<file path="config.mk">
export PLATFORM = sky130hd
export DESIGN_NAME = rpn_stack_calculator_core_flat
export DESIGN_NICKNAME = d
export VERILOG_FILES = /design/src/sv/rsc_pkg.sv /design/src/sv/rsc_cmd_if.sv /design/src/sv/rsc_res_if.sv /design/src/sv/rpn_stack_calculator_core.sv /design/src/sv/rsc_cell.sv /design/src/sv/rsc_div.sv /design/src/flat_wrapper.sv
export SDC_FILE = /design/constraint.sdc
export NUM_CORES = 2
export LEC_CHECK = 0
export BUFFER_PORTS_ARGS = -buffer_cell sky130_fd_sc_hd__buf_2
export CAP_MARGIN = 25
export CORE_MARGIN = 2
export CORE_UTILIZATION = 50
export CTS_CLUSTER_SIZE = 10
export DETAILED_ROUTE_END_ITERATION = 6
export GPL_TIMING_DRIVEN = 0
export PLACE_DENSITY = 0.73
export SLEW_MARGIN = 30
export SYNTH_ARGS = -nofsm -noshare
export SYNTH_HDL_FRONTEND = slang
export SYNTH_HIERARCHICAL = 1
export SYNTH_SLANG_ARGS = --single-unit
</file>
<file path="constraint.sdc">
create_clock -name clk -period 7 [get_ports clk]
set_clock_uncertainty 0.15 [all_clocks]
set_input_delay 0.35 -clock clk [delete_from_list [all_inputs] [get_ports clk]]
set_output_delay 0.35 -clock clk [all_outputs]
set_load 0.03 [all_outputs]
</file>
<file path="src/sv/rsc_pkg.sv">
package rsc_pkg;

  // Stack geometry and data width
  localparam int STACK_DEPTH = 16;
  localparam int DATA_WIDTH  = 32;
  localparam int CNT_W       = $clog2(STACK_DEPTH + 1);
  localparam int IDX_W       = $clog2(STACK_DEPTH);
  localparam int DIV_CNT_W   = $clog2(DATA_WIDTH + 1);

  // Command codes
  localparam logic [3:0] ACT_PUSH  = 4'd0;
  localparam logic [3:0] ACT_ADD   = 4'd1;
  localparam logic [3:0] ACT_SUB   = 4'd2;
  localparam logic [3:0] ACT_MUL   = 4'd3;
  localparam logic [3:0] ACT_DIV   = 4'd4;
  localparam logic [3:0] ACT_DROP  = 4'd5;
  localparam logic [3:0] ACT_CLEAR = 4'd6;
  localparam logic [3:0] ACT_SWAP  = 4'd7;
  localparam logic [3:0] ACT_DUP   = 4'd8;
  localparam logic [3:0] ACT_PEEK  = 4'd9;
  localparam logic [3:0] ACT_DUMP  = 4'd10;

  // Status codes
  localparam logic [2:0] ST_OK       = 3'd0;
  localparam logic [2:0] ST_EMPTY    = 3'd1;
  localparam logic [2:0] ST_FEW      = 3'd2;
  localparam logic [2:0] ST_DIVZERO  = 3'd3;
  localparam logic [2:0] ST_OVERFLOW = 3'd4;

  // Cell operations: hold, load the shared bus, take from the cell above
  // (toward the top), take from the cell below
  typedef logic [1:0] cell_op_t;
  localparam cell_op_t CELL_HOLD = 2'd0;
  localparam cell_op_t CELL_LOAD = 2'd1;
  localparam cell_op_t CELL_DOWN = 2'd2;
  localparam cell_op_t CELL_UP   = 2'd3;

  typedef logic [DATA_WIDTH-1:0] data_t;

  typedef struct packed {
    logic  start;
    data_t dividend;
    data_t divisor;
  } div_req_t;

  typedef struct packed {
    logic  done;
    data_t quotient;
  } div_rsp_t;

endpackage

</file>
<file path="src/sv/rsc_cmd_if.sv">
interface rsc_cmd_if import rsc_pkg::*; ();
  logic                         valid;
  logic                         ready;
  logic [3:0]                   action;
  logic signed [DATA_WIDTH-1:0] operand;

  modport source (output valid, action, operand, input ready);
  modport sink   (input valid, action, operand, output ready);
endinterface

</file>
<file path="src/sv/rsc_res_if.sv">
interface rsc_res_if import rsc_pkg::*; ();
  logic                         valid;
  logic                         ready;
  logic signed [DATA_WIDTH-1:0] value;
  logic                         value_valid;
  logic [2:0]                   status;
  logic                         last;
  logic [CNT_W-1:0]             entries;

  modport source (output valid, value, value_valid, status, last, entries, input ready);
  modport sink   (input valid, value, value_valid, status, last, entries, output ready);
endinterface

</file>
<file path="src/sv/rpn_stack_calculator_core.sv">
// Channel   Dir  Payload                                      Transfer
// in_cmd    in   action[3:0], operand[31:0] signed            valid && ready
// out_res   out  value[31:0] signed, value_valid, status[2:0], valid && ready
//                last, entries[4:0]
//
// One command at a time. Push, add, sub, drop, clear, swap, dup, peek and
// error results are registered from the execute state; mul and div go on to
// write-back, div by way of the one-bit-per-cycle divider. Dump rotates the
// cell chain once per cycle while no result stalls, once round the chain.
// Reset (rst_n low, synchronous) empties the stack; entries hold no reset.
// A stalled result holds the output register; the next command is taken
// meanwhile and waits until the register frees.
module rpn_stack_calculator_core import rsc_pkg::*; (
  input  logic clk,
  input  logic rst_n,
  rsc_cmd_if.sink   in_cmd,
  rsc_res_if.source out_res
);

  localparam logic [2:0] S_IDLE = 3'd0;
  localparam logic [2:0] S_EXEC = 3'd1;
  localparam logic [2:0] S_DIV  = 3'd2;
  localparam logic [2:0] S_WB   = 3'd3;
  localparam logic [2:0] S_DUMP = 3'd4;

  logic [2:0]       state_r,     state_nxt;
  logic [3:0]       act_r,       act_nxt;
  data_t            opnd_r,      opnd_nxt;
  logic [CNT_W-1:0] cnt_r,       cnt_nxt;
  data_t            res_r,       res_nxt;
  logic [IDX_W-1:0] idx_r,       idx_nxt;
  logic             out_valid_r, out_valid_nxt;
  data_t            out_value_r, out_value_nxt;
  logic             out_vv_r,    out_vv_nxt;
  logic [2:0]       out_status_r, out_status_nxt;
  logic             out_last_r,  out_last_nxt;
  logic [CNT_W-1:0] out_entries_r, out_entries_nxt;

  cell_op_t         cell_op [STACK_DEPTH];
  data_t            cell_q  [STACK_DEPTH];
  data_t            cell_push;
  data_t            cell_ld;

  div_req_t         div_req;
  div_rsp_t         div_rsp;

  logic             out_free;
  logic             in_xfer;
  logic             empty;
  logic             full;
  logic             in_range;
  data_t            top;
  data_t            sec;
  data_t            prod;

  // Chain of entry cells, top of stack in cell 0
  for (genvar i = 0; i < STACK_DEPTH; i++) begin : g_cell
    data_t prev_d;
    data_t next_d;
    if (i == 0) begin : g_first
      assign prev_d = cell_push;
    end else begin : g_mid_prev
      assign prev_d = cell_q[i-1];
    end
    if (i == STACK_DEPTH - 1) begin : g_last
      assign next_d = cell_q[0];
    end else begin : g_mid_next
      assign next_d = cell_q[i+1];
    end
    rsc_cell u_cell (
      .clk    (clk),
      .op     (cell_op[i]),
      .prev_d (prev_d),
      .next_d (next_d),
      .load_d (cell_ld),
      .q      (cell_q[i])
    );
  end

  rsc_div u_div (
    .clk   (clk),
    .rst_n (rst_n),
    .req   (div_req),
    .rsp   (div_rsp)
  );

  assign top      = cell_q[0];
  assign sec      = cell_q[1];
  assign prod     = sec * top;
  assign empty    = (cnt_r == '0);
  assign full     = (cnt_r == CNT_W'(STACK_DEPTH));
  assign in_range = (CNT_W'(idx_r) < cnt_r);
  assign out_free = !out_valid_r || out_res.ready;
  assign in_xfer  = in_cmd.valid && in_cmd.ready;

  assign in_cmd.ready = (state_r == S_IDLE);

  always_comb begin
    state_nxt       = state_r;
    act_nxt         = act_r;
    opnd_nxt        = opnd_r;
    cnt_nxt         = cnt_r;
    res_nxt         = res_r;
    idx_nxt         = idx_r;
    out_valid_nxt   = out_valid_r && !out_res.ready;
    out_value_nxt   = out_value_r;
    out_vv_nxt      = out_vv_r;
    out_status_nxt  = out_status_r;
    out_last_nxt    = out_last_r;
    out_entries_nxt = out_entries_r;
    cell_push       = opnd_r;
    cell_ld         = res_r;
    div_req.start    = 1'b0;
    div_req.dividend = sec;
    div_req.divisor  = top;
    for (int i = 0; i < STACK_DEPTH; i++) begin
      cell_op[i] = CELL_HOLD;
    end

    unique case (state_r)
      S_IDLE: begin
        // Latch the command
        if (in_xfer) begin
          act_nxt   = in_cmd.action;
          opnd_nxt  = in_cmd.operand;
          state_nxt = S_EXEC;
        end
      end

      S_EXEC: begin
        if (out_free) begin
          // Default single result, status ok
          out_valid_nxt  = 1'b1;
          out_value_nxt  = '0;
          out_vv_nxt     = 1'b0;
          out_status_nxt = ST_OK;
          out_last_nxt   = 1'b1;
          state_nxt      = S_IDLE;
          unique case (act_r) inside
            ACT_PUSH: begin
              if (full) begin
                out_status_nxt = ST_OVERFLOW;
              end else begin
                for (int i = 0; i < STACK_DEPTH; i++) cell_op[i] = CELL_DOWN;
                cnt_nxt = cnt_r + 1'b1;
              end
            end
            ACT_ADD, ACT_SUB, ACT_MUL, ACT_DIV, ACT_SWAP: begin
              if (empty) begin
                out_status_nxt = ST_EMPTY;
              end else if (cnt_r == CNT_W'(1)) begin
                out_status_nxt = ST_FEW;
              end else if (act_r == ACT_SWAP) begin
                cell_op[0] = CELL_UP;
                cell_op[1] = CELL_DOWN;
              end else if (act_r == ACT_MUL) begin
                // Register the product, write back next cycle
                res_nxt       = prod;
                out_valid_nxt = 1'b0;
                state_nxt     = S_WB;
              end else if (act_r == ACT_DIV) begin
                if (top == '0) begin
                  out_status_nxt = ST_DIVZERO;
                end else begin
                  div_req.start = 1'b1;
                  out_valid_nxt = 1'b0;
                  state_nxt     = S_DIV;
                end
              end else begin
                // Add or subtract: pop one, result replaces the new top
                cell_ld    = (act_r == ACT_ADD) ? (sec + top) : (sec - top);
                cell_op[0] = CELL_LOAD;
                for (int i = 1; i < STACK_DEPTH; i++) cell_op[i] = CELL_UP;
                cnt_nxt = cnt_r - 1'b1;
              end
            end
            ACT_DROP: begin
              if (empty) begin
                out_status_nxt = ST_EMPTY;
              end else begin
                for (int i = 0; i < STACK_DEPTH; i++) cell_op[i] = CELL_UP;
                cnt_nxt = cnt_r - 1'b1;
              end
            end
            ACT_CLEAR: begin
              if (empty) out_status_nxt = ST_EMPTY;
              else       cnt_nxt = '0;
            end
            ACT_DUP: begin
              if (empty) begin
                out_status_nxt = ST_EMPTY;
              end else if (full) begin
                out_status_nxt = ST_OVERFLOW;
              end else begin
                cell_push = top;
                for (int i = 0; i < STACK_DEPTH; i++) cell_op[i] = CELL_DOWN;
                cnt_nxt = cnt_r + 1'b1;
              end
            end
            ACT_PEEK: begin
              if (empty) begin
                out_status_nxt = ST_EMPTY;
              end else begin
                out_value_nxt = top;
                out_vv_nxt    = 1'b1;
              end
            end
            ACT_DUMP: begin
              if (empty) begin
                out_status_nxt = ST_EMPTY;
              end else begin
                out_valid_nxt = 1'b0;
                idx_nxt       = '0;
                state_nxt     = S_DUMP;
              end
            end
            default: begin
            end
          endcase
          out_entries_nxt = cnt_nxt;
        end
      end

      S_DIV: begin
        // Wait for the quotient
        if (div_rsp.done) begin
          res_nxt   = div_rsp.quotient;
          state_nxt = S_WB;
        end
      end

      S_WB: begin
        // Pop one, registered result replaces the new top
        cell_op[0] = CELL_LOAD;
        for (int i = 1; i < STACK_DEPTH; i++) cell_op[i] = CELL_UP;
        cnt_nxt         = cnt_r - 1'b1;
        out_valid_nxt   = 1'b1;
        out_value_nxt   = '0;
        out_vv_nxt      = 1'b0;
        out_status_nxt  = ST_OK;
        out_last_nxt    = 1'b1;
        out_entries_nxt = cnt_r - 1'b1;
        state_nxt       = S_IDLE;
      end

      S_DUMP: begin
        // Rotate the whole chain once round, sending the live entries
        if (!in_range || out_free) begin
          for (int i = 0; i < STACK_DEPTH; i++) cell_op[i] = CELL_UP;
          if (in_range) begin
            out_valid_nxt   = 1'b1;
            out_value_nxt   = top;
            out_vv_nxt      = 1'b1;
            out_status_nxt  = ST_OK;
            out_last_nxt    = ((CNT_W'(idx_r) + CNT_W'(1)) == cnt_r);
            out_entries_nxt = cnt_r;
          end
          if (idx_r == IDX_W'(STACK_DEPTH - 1)) begin
            state_nxt = S_IDLE;
          end else begin
            idx_nxt = idx_r + 1'b1;
          end
        end
      end

      default: begin
        state_nxt = S_IDLE;
      end
    endcase
  end

  always_ff @(posedge clk) begin
    if (!rst_n) begin
      state_r     <= S_IDLE;
      cnt_r       <= '0;
      out_valid_r <= 1'b0;
    end else begin
      state_r     <= state_nxt;
      cnt_r       <= cnt_nxt;
      out_valid_r <= out_valid_nxt;
    end
    act_r         <= act_nxt;
    opnd_r        <= opnd_nxt;
    res_r         <= res_nxt;
    idx_r         <= idx_nxt;
    out_value_r   <= out_value_nxt;
    out_vv_r      <= out_vv_nxt;
    out_status_r  <= out_status_nxt;
    out_last_r    <= out_last_nxt;
    out_entries_r <= out_entries_nxt;
  end

  assign out_res.valid       = out_valid_r;
  assign out_res.value       = out_value_r;
  assign out_res.value_valid = out_vv_r;
  assign out_res.status      = out_status_r;
  assign out_res.last        = out_last_r;
  assign out_res.entries     = out_entries_r;

endmodule

</file>
<file path="src/sv/rsc_cell.sv">
module rsc_cell import rsc_pkg::*; (
  input  logic     clk,
  input  cell_op_t op,
  input  data_t    prev_d,
  input  data_t    next_d,
  input  data_t    load_d,
  output data_t    q
);

  data_t q_r;
  data_t q_nxt;

  // Select the next entry value from the neighbors or the shared bus
  always_comb begin
    case (op)
      CELL_LOAD: q_nxt = load_d;
      CELL_DOWN: q_nxt = prev_d;
      CELL_UP:   q_nxt = next_d;
      default:   q_nxt = q_r;
    endcase
  end

  always_ff @(posedge clk) begin
    q_r <= q_nxt;
  end

  assign q = q_r;

endmodule

</file>
<file path="src/sv/rsc_div.sv">
module rsc_div import rsc_pkg::*; (
  input  logic     clk,
  input  logic     rst_n,
  input  div_req_t req,
  output div_rsp_t rsp
);

  logic                 busy_r,  busy_nxt;
  logic [DIV_CNT_W-1:0] step_r,  step_nxt;
  logic                 neg_r,   neg_nxt;
  data_t                rem_r,   rem_nxt;
  data_t                quo_r,   quo_nxt;
  data_t                dvs_r,   dvs_nxt;

  data_t                rem_sh;
  logic [DATA_WIDTH:0]  diff;
  logic                 finish;

  // Shift in one dividend bit and try the subtraction
  assign rem_sh = {rem_r[DATA_WIDTH-2:0], quo_r[DATA_WIDTH-1]};
  assign diff   = {1'b0, rem_sh} - {1'b0, dvs_r};
  assign finish = busy_r && (step_r == DIV_CNT_W'(DATA_WIDTH));

  always_comb begin
    busy_nxt = busy_r;
    step_nxt = step_r;
    neg_nxt  = neg_r;
    rem_nxt  = rem_r;
    quo_nxt  = quo_r;
    dvs_nxt  = dvs_r;
    if (!busy_r && req.start) begin
      // Load magnitudes and remember the quotient sign
      busy_nxt = 1'b1;
      step_nxt = '0;
      neg_nxt  = req.dividend[DATA_WIDTH-1] ^ req.divisor[DATA_WIDTH-1];
      rem_nxt  = '0;
      quo_nxt  = req.dividend[DATA_WIDTH-1] ? (~req.dividend + 1'b1) : req.dividend;
      dvs_nxt  = req.divisor[DATA_WIDTH-1] ? (~req.divisor + 1'b1) : req.divisor;
    end else if (finish) begin
      busy_nxt = 1'b0;
    end else if (busy_r) begin
      // One restoring step per cycle
      step_nxt = step_r + 1'b1;
      if (!diff[DATA_WIDTH]) begin
        rem_nxt = diff[DATA_WIDTH-1:0];
        quo_nxt = {quo_r[DATA_WIDTH-2:0], 1'b1};
      end else begin
        rem_nxt = rem_sh;
        quo_nxt = {quo_r[DATA_WIDTH-2:0], 1'b0};
      end
    end
  end

  always_ff @(posedge clk) begin
    if (!rst_n) begin
      busy_r <= 1'b0;
      step_r <= '0;
    end else begin
      busy_r <= busy_nxt;
      step_r <= step_nxt;
    end
    neg_r <= neg_nxt;
    rem_r <= rem_nxt;
    quo_r <= quo_nxt;
    dvs_r <= dvs_nxt;
  end

  assign rsp.done     = finish;
  assign rsp.quotient = neg_r ? (~quo_r + 1'b1) : quo_r;

endmodule

</file>
<file path="src/flat_wrapper.sv">
// flat-port wrapper written by rule: the top's interface ports become plain ports
module rpn_stack_calculator_core_flat import rsc_pkg::*;
  (clk, rst_n, in_cmd_valid, in_cmd_action, in_cmd_operand, in_cmd_ready, out_res_valid, out_res_value, out_res_value_valid, out_res_status, out_res_last, out_res_entries, out_res_ready);
  rsc_cmd_if in_cmd_i ();
  rsc_res_if out_res_i ();
  input  logic clk;
  input  logic rst_n;
  input wire logic [$bits(in_cmd_i.valid)-1:0] in_cmd_valid;
  input wire logic [$bits(in_cmd_i.action)-1:0] in_cmd_action;
  input wire logic [$bits(in_cmd_i.operand)-1:0] in_cmd_operand;
  output wire logic [$bits(in_cmd_i.ready)-1:0] in_cmd_ready;
  output wire logic [$bits(out_res_i.valid)-1:0] out_res_valid;
  output wire logic [$bits(out_res_i.value)-1:0] out_res_value;
  output wire logic [$bits(out_res_i.value_valid)-1:0] out_res_value_valid;
  output wire logic [$bits(out_res_i.status)-1:0] out_res_status;
  output wire logic [$bits(out_res_i.last)-1:0] out_res_last;
  output wire logic [$bits(out_res_i.entries)-1:0] out_res_entries;
  input wire logic [$bits(out_res_i.ready)-1:0] out_res_ready;
  assign in_cmd_i.valid = in_cmd_valid;
  assign in_cmd_i.action = in_cmd_action;
  assign in_cmd_i.operand = in_cmd_operand;
  assign in_cmd_ready = in_cmd_i.ready;
  assign out_res_valid = out_res_i.valid;
  assign out_res_value = out_res_i.value;
  assign out_res_value_valid = out_res_i.value_valid;
  assign out_res_status = out_res_i.status;
  assign out_res_last = out_res_i.last;
  assign out_res_entries = out_res_i.entries;
  assign out_res_i.ready = out_res_ready;
  rpn_stack_calculator_core u_core (.clk(clk), .rst_n(rst_n), .in_cmd(in_cmd_i), .out_res(out_res_i));
endmodule
</file>
==> flow_metrics.py <==
metrics = {
    "grt": {
        "grt_first_pass_wirelength_um": 296000,
        "grt.total_usage": 0.327,
        "grt_max_degree": 41,
        "antenna_found_initial": 13,
        "overflow_left_after_global_routing": 0,
        "via_count_of_the_first_global_routing_pass": 47061,
    },
    "synth": {
        "synthesis.area_per_instance_um2": 10.1,
        "post_synth_inst_count": 5831,
        "yosysUniqueCellTypes": 94,
        "ys_async_sr_fraction": 0,
        "postSynthRegisterBits": 738,
        "yosys_warnings": 6,
        "yosysTopAreaCellShare": 0.352,
        "ys_dominant_reg_cell": "edfxtp_1",
        "yosysTopAreaCell": "edfxtp_1",
        "post_synth_instance_area_mm2": 0.0589,
        "post_synth_edffs": 691,
        "register_area_share_after_synthesis": 0.368,
        "postSynthNetCount": 6483,
        "top_cells_by_area_synth": "edfxtp_1 35%, fa_1 14%, mux2i_1 9.1%, a21oi_1 5.3%, ha_1 4.3%",
    },
    "place": {
        "gp_routability_congestion": 0.968,
        "dpl.hpwl_um": 147000,
        "dpl_cell_area_mm2": 0.0624,
        "io_buffer_count": 83,
    },
    "floorplan": {
        "chipHeight_um": 347,
        "placementRows": 125,
        "die_area_mm2": 0.121,
        "floorplan.core_area_mm2": 0.117,
        "dieWidth_um": 347,
        "initial_core_util": 0.506,
        "boundary_pin_count": 84,
    },
    "critical_path": {
        "path_delay_family": "adder cells",
        "arrival_ns": 7.94,
        "kind_of_launch_point_of_the_worst_setup_path": "flip-flop",
        "critPathMaxStageDelay_ns": 0.79,
        "worstSetupPathType": "reg -> reg",
        "cp_common_cell": "fa_1",
        "critical-path-slowest-cell": "edfxtp_1",
        "timing.critical_path.cells": "clkbuf_1 > nand2_1 > fa_1 > fa_1 > fa_1 > inv_1 > fa_1 > fa_2 > fa_1 > inv_1 > fa_1 > inv_2 > ha_4 > o21ai_1 > nand2b_1 > a31o_1 > a21o_1 > a211o_1 > o41ai_4 > o21a_1 > xnor2_1 > o21ai_1",
        "worst_ep_required_time_ns": 7.20,
        "critical_path_peak_fanout": 10,
        "setup.worst_path.end_class": "flip-flop",
        "buffers_inverters_on_critical_path": 4,
    },
    "timing": {
        "grt_setup_unrepaired": "true",
        "final.setup.tns_ns": -5.14,
        "max_clock_freq_ghz": 0.129,
        "hold_viol": 0,
        "slew_headroom": 0.237,
        "setup_viol_count_final": 14,
        "postLayoutSetupSlackWorst_ns": -0.742,
        "final.min_clock_period_ns": 7.74,
        "finalCritPeriodShare": 1.11,
        "worst_slew_pin_slew_ns": 1.13,
        "slew_violations": 0,
    },
    "layout": {
        "layout.cells.most_common": "edfxtp_1",
        "fillerInstances": 9527,
        "finalInstanceArea_mm2": 0.0680,
        "multiInputGateArea_mm2": 0.0340,
        "drive_above_1_share": 0.143,
        "most_frequent_cells_in_the_layout": "691 x edfxtp_1, 619 x nor2_1, 619 x a21oi_1",
        "final_core_utilization": 0.584,
        "syn2layout_area_growth_pct": 15.4,
        "layout.area.seq_mm2": 0.0217,
        "layout.nets": 6879,
    },
    "run_status": {
        "failed_checks": "DRC, setup timing",
        "status": "complete, but fails checks",
    },
    "clocking": {
        "cts_num_sinks": 738,
        "root_buffer": "clkbuf_16",
        "post_cts_clock_slew_at_the_launch_and_capture_registers_of_the_worst_setup_and_hold_paths_ns": 0.06,
        "htreeDepth": 3,
        "cts_inserted_buffers": 87,
        "clk-insertion-delay-late_ns": 0.66,
        "tritoncts": "yes",
        "ctsLongestPathBuffers": 3,
    },
    "detailed_routing": {
        "drt-initial-drc-count": 5629,
        "postRouteAntennaNets": 0,
        "dr.pass1.iters": 7,
        "dr_total_vias": 47082,
        "routed_wire_length_per_instance_um": 25.6,
        "detail_route.vias_per_cell": 6.04,
        "drt-total-wl_um": 200000,
        "post-route-drc-count": 2,
    },
    "job": {
        "max_cap_violations": 0,
    },
    "pwr": {
        "cellLeakagePower_nw": 26.2,
        "power.density_mw_per_mm2": 486,
        "vdd_ir_drop_max_v": 0.00117,
    },
    "worst_hold_path": {
        "timing.hold.worst.class": "in -> reg",
    },
}
-- final timing paths --
check	from	end	slack, ns	cells after the start
worst min-delay path	in_cmd_valid	u_core/state_r[2]	0.19	5
worst min register to register	u_core/u_div/rem_r[6]	u_core/u_div/rem_r[6]	0.33	2
worst max register to register	u_core/g_cell[0].u_cell/q[1]	u_core/res_r[31]	-0.74	22
worst max-delay path	u_core/g_cell[0].u_cell/q[1]	u_core/res_r[31]	-0.74	22
-- cell type report --
cell class,count,area share
Inverter,523,0.0289
Multi-Input combinational cell,4212,0.500
Sequential cell,738,0.319
Antenna cell,9,0.000331
Clock buffer,116,0.0347
Clock inverter,13,0.00265
Timing Repair Buffer,321,0.0414
Buffer,344,0.0454
Tap cell,1524,0.0280
-- flip-flops by register name, summed over array words and instances, names as in the netlist, 3 cells and up --
name / flops
u_core/idx_r: 4
u_core/u_div/dvs_r: 32
u_core/out_res.entries: 5
u_core/cnt_r: 5
u_core/u_div/quo_r: 32
u_core/out_res.value: 32
u_core/state_r: 3
u_core/g_cell.u_cell/q: 512
u_core/act_r: 4
u_core/u_div/rem_r: 31
u_core/opnd_r: 32
u_core/out_res.status: 3
u_core/u_div/step_r: 6
u_core/res_r: 32
-- logic make-up (layout without fill, tap and decap cells) --
group                    Yosys count  after routing  synth area share
AND/OR/NAND/NOR                 1662           1662             0.131
AO/OA/AOI/OAI                   1099           1099             0.107
buffers and inverters            881           1317            0.0737
flip-flops                       738            738             0.368
adder cells (fa/ha/maj)          612            612             0.182
multiplexers                     570            570            0.0976
XOR/XNOR                         269            269            0.0400
other                              0              9                 0
-- through the flow --
step / instances / power (mW) / setup slack (ns) / hold slack [ns]
6_report: 7800 / 33.0 / -0.742 / 0.189
5_1_grt: 7793 / 34.8 / -0.898 / 0.219
4_1_cts: 7769 / 29.9 / -0.568 / 0.156
3_5_place_dp: 7473 / 22.7 / -2.05 / 0.328
3_3_place_gp: 7438 / 22.4 / -1.94 / 0.308
2_1_floorplan: 5831 / 17.8 / -0.0865 / 0.298
-- worst reg2reg max path: stages, from the launching register on --
cell and delay, ns:
edfxtp_1 0.79, clkbuf_1 0.48, nand2_1 0.16, fa_1 0.60
fa_1 0.49, fa_1 0.50, inv_1 0.05, fa_1 0.51
fa_2 0.45, fa_1 0.59, inv_1 0.07, fa_1 0.52
inv_2 0.06, ha_4 0.24, o21ai_1 0.17, nand2b_1 0.11
a31o_1 0.23, a21o_1 0.17, a211o_1 0.31, o41ai_4 0.36
o21a_1 0.21, xnor2_1 0.12, o21ai_1 0.10
-- where the power goes --
group | switching (mW) | internal (mW)
Combinational | 12.9 | 10.0
Clock | 1.81 | 2.41
Sequential | 0.174 | 5.71
Total | 14.9 | 18.2
-- repair_timing --
item,in CTS,in global routing
endpoints found under the setup margin,22,21
hold buffers,37,0
cloned,1,0
hold endpoints to repair,39,0
gates resized for setup,282,118
pin swaps,79,69
buffers inserted,137,33
-- synth_stat cells (17+ instances only) --
cell type  instances
o41ai_1           23
fa_1             410
and2_1           354
ha_1             202
clkbuf_1         219
or4_1             17
mux2i_1          533
mux2_2            35
buf_2             52
nor2_1           624
inv_1            520
buf_4             19
o21ai_0          154
dfxtp_1           47
o31ai_1           30
buf_12            48
nand2_1          445
nor3_1            37
or2_2             20
and3_1            22
o21ai_1           56
edfxtp_1         691
a21o_1            56
xnor2_1          169
nand3_1           41
xor2_1           100
nand2b_1          24
a21oi_1          626
-- layer usage --
metal | up-vias | GRT usage | share of wire
met5 | - | 0 | 0.00018
met2 | 2724 | 0.504 | 0.45
met3 | 614 | 0.0830 | 0.12
met1 | 23055 | 0.420 | 0.37
li1 | 20685 | - | -
met4 | 4 | 0.184 | 0.063
(Power assumes the default switching activity.)
